--- src/hw/rtl/dcc_pkg.sv ---
// Package for the distinct color collector: field widths and the
// command and status structs passed between controller and datapath.
// No dependencies.
`default_nettype none

package dcc_pkg;

    // Widths of the request and result fields.
    localparam int COLOR_W = 31;
    localparam int INDEX_W = 8;
    localparam int COUNT_W = 9;

    // Commands from the controller to the datapath.
    typedef struct packed {
        logic load;     // capture a new request
        logic scan;     // advance the table search by one entry
        logic finish;   // commit the outcome into the result register
    } dcc_cmd_t;

    // Search status from the datapath to the controller.
    typedef struct packed {
        logic hit;      // the compared entry matches the pixel
        logic miss;     // every stored entry was compared without a match
    } dcc_status_t;

endpackage : dcc_pkg

`default_nettype wire

--- src/hw/rtl/dcc_ctrl.sv ---
// Controller of the distinct color collector: sequences request capture,
// table search and result commit, and owns the result valid flag.
// Depends on dcc_pkg.
`default_nettype none

module dcc_ctrl (
    input  wire                 clk,
    input  wire                 rst_n,
    input  wire                 in_valid,
    output logic                in_ready,
    output logic                out_valid,
    input  wire                 out_ready,
    input  dcc_pkg::dcc_status_t status,
    output dcc_pkg::dcc_cmd_t    cmd
);
    import dcc_pkg::*;

    typedef enum logic {
        ST_IDLE,
        ST_SCAN
    } state_t;

    state_t state_reg;
    state_t state_next;
    logic   out_valid_reg;
    logic   out_valid_next;
    logic   done;
    logic   out_free;

    // Search is over once a match or the end of the table is seen; the
    // outcome may be committed when the result register is free or draining.
    assign done     = status.hit | status.miss;
    assign out_free = ~out_valid_reg | out_ready;

    assign in_ready  = (state_reg == ST_IDLE);
    assign out_valid = out_valid_reg;

    // Command decode.
    always_comb
    begin
        cmd.load   = (state_reg == ST_IDLE) & in_valid;
        cmd.scan   = (state_reg == ST_SCAN) & ~done;
        cmd.finish = (state_reg == ST_SCAN) & done & out_free;
    end

    // Next state and next result valid.
    always_comb
    begin
        state_next     = state_reg;
        out_valid_next = out_valid_reg;
        if (out_ready)
        begin
            out_valid_next = 1'b0;
        end
        case (state_reg)
            ST_IDLE:
            begin
                if (in_valid)
                begin
                    state_next = ST_SCAN;
                end
            end
            ST_SCAN:
            begin
                if (done && out_free)
                begin
                    state_next     = ST_IDLE;
                    out_valid_next = 1'b1;
                end
            end
            default:
            begin
                state_next = ST_IDLE;
            end
        endcase
    end

    // State and registered outputs.
    always_ff @(posedge clk or negedge rst_n)
    begin
        if (!rst_n)
        begin
            state_reg     <= ST_IDLE;
            out_valid_reg <= 1'b0;
        end
        else
        begin
            state_reg     <= state_next;
            out_valid_reg <= out_valid_next;
        end
    end

endmodule : dcc_ctrl

`default_nettype wire

--- config.mk ---
export PLATFORM = sky130hd
export DESIGN_NAME = dcc_ctrl
export DESIGN_NICKNAME = d
export VERILOG_FILES = /design/src/hw/rtl/dcc_pkg.sv /design/src/hw/rtl/dcc_ctrl.sv
export SDC_FILE = /design/constraint.sdc
export NUM_CORES = 1
export LEC_CHECK = 0
export BUFFER_PORTS_ARGS = -buffer_cell sky130_fd_sc_hd__buf_4
export CORE_AREA = 2 2 39 41
export CTS_CLUSTER_SIZE = 10
export DETAILED_ROUTE_END_ITERATION = 10
export DIE_AREA = 0 0 41 43
export SETUP_SLACK_MARGIN = 0.2
export SYNTH_ARGS = -nofsm -noshare
export SYNTH_HDL_FRONTEND = slang
export SYNTH_SLANG_ARGS = --single-unit
--- constraint.sdc ---
create_clock -name clk -period 1 [get_ports clk]
set_input_delay 0.1 -clock clk [delete_from_list [all_inputs] [get_ports clk]]
set_output_delay 0.1 -clock clk [all_outputs]
set_load 0.005 [all_outputs]
==> metrics.csv <==
metric,value,unit
status,"finished, violations left",
failing checks,setup timing,
Overflow after GRT,0,
initial antenna violation count,0,
Slew Limit Headroom,89.8,%
die area,1760,um2
reg2reg setup slack,0.14,ns
Core ar.,1380,um2
syn avg cell area,10.6,um2
"Max FO, Critical Path",4,
Pre-antenna DRT Iters,1,
first-pass GRT wire length,517,um
final net count,35,
DP Cell Count,36,
Final WS setup,-0.0618,ns
Vias per Instance,3.21,
worst-path cell chain,and2b_2 > buf_6,
Port Buffer Count,10,
Detail Route Antenna Nets,0,
Post-Synthesis Cells,10,
"Clk Latency, worst-skew pair",0.23,ns
clock root cell,clkbuf_4,
power density cells,2280,nW/um2
Diodes inserted,0,
Tmin final,1.06,ns
Die Ht,43,um
MaxCap Viol Count,0,
internal power,0.462,mW
clock slew at reported path FFs,0.03,ns
Comb power frac,50.0,%
Yosys top cell by area,dfrtp_1,
R2R Path Start,state_reg$_DFF_PN0_,
vias in the first global route,117,
Post-Syn Area,106,um2
synth unique cells,9,
TritonCTS clock tree,built,
Slew Limit Fails,0,
Fin Setup TNS,-0.125,ns
hold path start,in_valid,
# clock sinks,2,
CP Capture Type,output pin,
CTS H-Tree Depth,1,
Final Hold Fails,0,
Total GRT Usage,5.12,%
Seq pwr share,21.8,%
Leakage Power,0.139,nW
maximum root-to-sink buffer count,2,
final setup fails,3,
Filler cells,150,
Max Freq,0.942,GHz
# IOs,11,
via count,138,
Yosys reg bits,2,
sw frac,27.3,%
syn_nets,16,
area of the multi-input gates,60.1,um2
worst setup path startpoint,state_reg$_DFF_PN0_,
Die X-Extent,41,um
non-filler instance count after layout,43,
DRC Markers,0,
Startpoint Class,flop,
row count,14,
fraction of layout cells with a size suffix above 1,77.8,%
CP arrival,0.96,ns
CP max stage cell,dfrtp_1,
Initial DRC Count,0,
clock share of power,28.2,%
RSZ-0062 raised after global routing,true,
register area share after synthesis,47.1,%
largest net degree at the start of global routing,5,
fin crit share,106,%
routed length per instance,8.26,um
GPL Wtd Cong,0.578,
Yosys top cell area share,47.1,%
clock buffer count from CTS,3,
crit path kind,flop to output pin,
VDD IR max,0.754,mV
routed wire length,355,um
yosys synthesis warning count,0,
switching power total,0.173,mW
Critical Path Max Stage Delay,0.39,ns
Synth area leaders,"dfrtp_1 47%, nor3_2 9.4%, and2b_2 8.2%",
starting density of the core,7.69,%
Area growth syn-to-layout,162,%
worst hold path class,input pin to flop,
skew final,0.00642,ns
Slew @ Worst Pin,0.153,ns
Crit path required time,0.90,ns
storage element area,50.0,um2
-- critical path, delay by kind of cell (launching register included) --
kind                   cells  cell delay (ns)
flip-flops                 1             0.39
AND/OR/NAND/NOR            1             0.24
buffers and inverters      1             0.11
-- through the flow --
step	worst slack [ns]	power (mW)	area [um2]	hold slack [ns]	utilization, %
2_1_floorplan	0.213	0.221	106	-0.196	-
3_3_place_gp	0.163	0.337	201	-0.115	14.6
3_5_place_dp	0.152	0.341	201	-0.116	14.6
4_1_cts	-0.0797	0.615	264	0.123	19.1
5_1_grt	-0.110	0.693	279	0.149	20.2
6_report	-0.0618	0.635	279	0.136	20.2
-- Yosys cell counts --
cell type  count
dfrtp_1        2
and2b_2        1
inv_2          1
nand2b_1       1
nor2_1         1
nor2b_1        1
nor3_2         1
o21ai_2        1
o22a_1         1
-- path summary, 6_finish.rpt --
check | to | cells past startpoint
worst max-delay path | cmd[2] | 2
worst min-delay path | state_reg$_DFF_PN0_ | 2
worst max register to register | state_reg$_DFF_PN0_ | 2
worst min register to register | out_valid$_DFF_PN0_ | 2
max in group asynchronous | state_reg$_DFF_PN0_ | 2
min in group asynchronous | out_valid$_DFF_PN0_ | 2
-- cell families after synthesis --
kind of cell           share of synthesized area [%]
buffers and inverters                           3.53
and+or+nand+nor                                 32.9
DFF                                             47.1
AOI/OAI and AO/OA                               16.5
-- metal layers --
metal / share of wire (%) / track usage, % / vias up
li1: - / - / 68
met2: 35 / 4.69 / 11
met1: 47 / 6.73 / 59
met3: 17 / 4.71 / 0
met5: 0 / 0 / -
met4: 0 / 4.00 / 0
-- placed cells by master (no fill, tap or decap) --
cell / netlist / routed
nor3_2: 1 / 1
buf_4: 0 / 9
nor2_1: 1 / 1
nand2b_1: 1 / 1
clkbuf_4: 0 / 3
o22a_1: 1 / 1
nor2b_4: 0 / 1
dfrtp_1: 2 / 2
buf_6: 0 / 4
and2b_2: 1 / 1
inv_2: 1 / 1
dlygate4sd3_1: 0 / 1
o21ai_2: 1 / 1
-- power groups by stage --
stage               Clock [mW]  Sequential [mW]  Combinational, mW
global placement             0            0.137              0.200
CTS                      0.195            0.141              0.279
finish                   0.179            0.138              0.318
global route             0.200            0.144              0.349
detailed placement           0            0.139              0.201
floorplan                    0            0.136             0.0853
-- area by class of cell --
class / instances / area share (%)
clock buffers: 3 / 8.07
flip-flops and latches: 2 / 17.9
multi-input cells: 7 / 21.5
repair buffers: 14 / 43.9
well taps: 16 / 7.17
inverters: 1 / 1.35
-- repair_timing --
item | CTS | global route
endpoints found under the hold margin | 2 | 0
setup buffers | 1 | 2
pin swaps | 3 | 2
gates resized for setup | 6 | 0
endpoints found under the setup margin | 7 | 7
hold buffers | 1 | 0
Power figures use the tool's default switching activity.
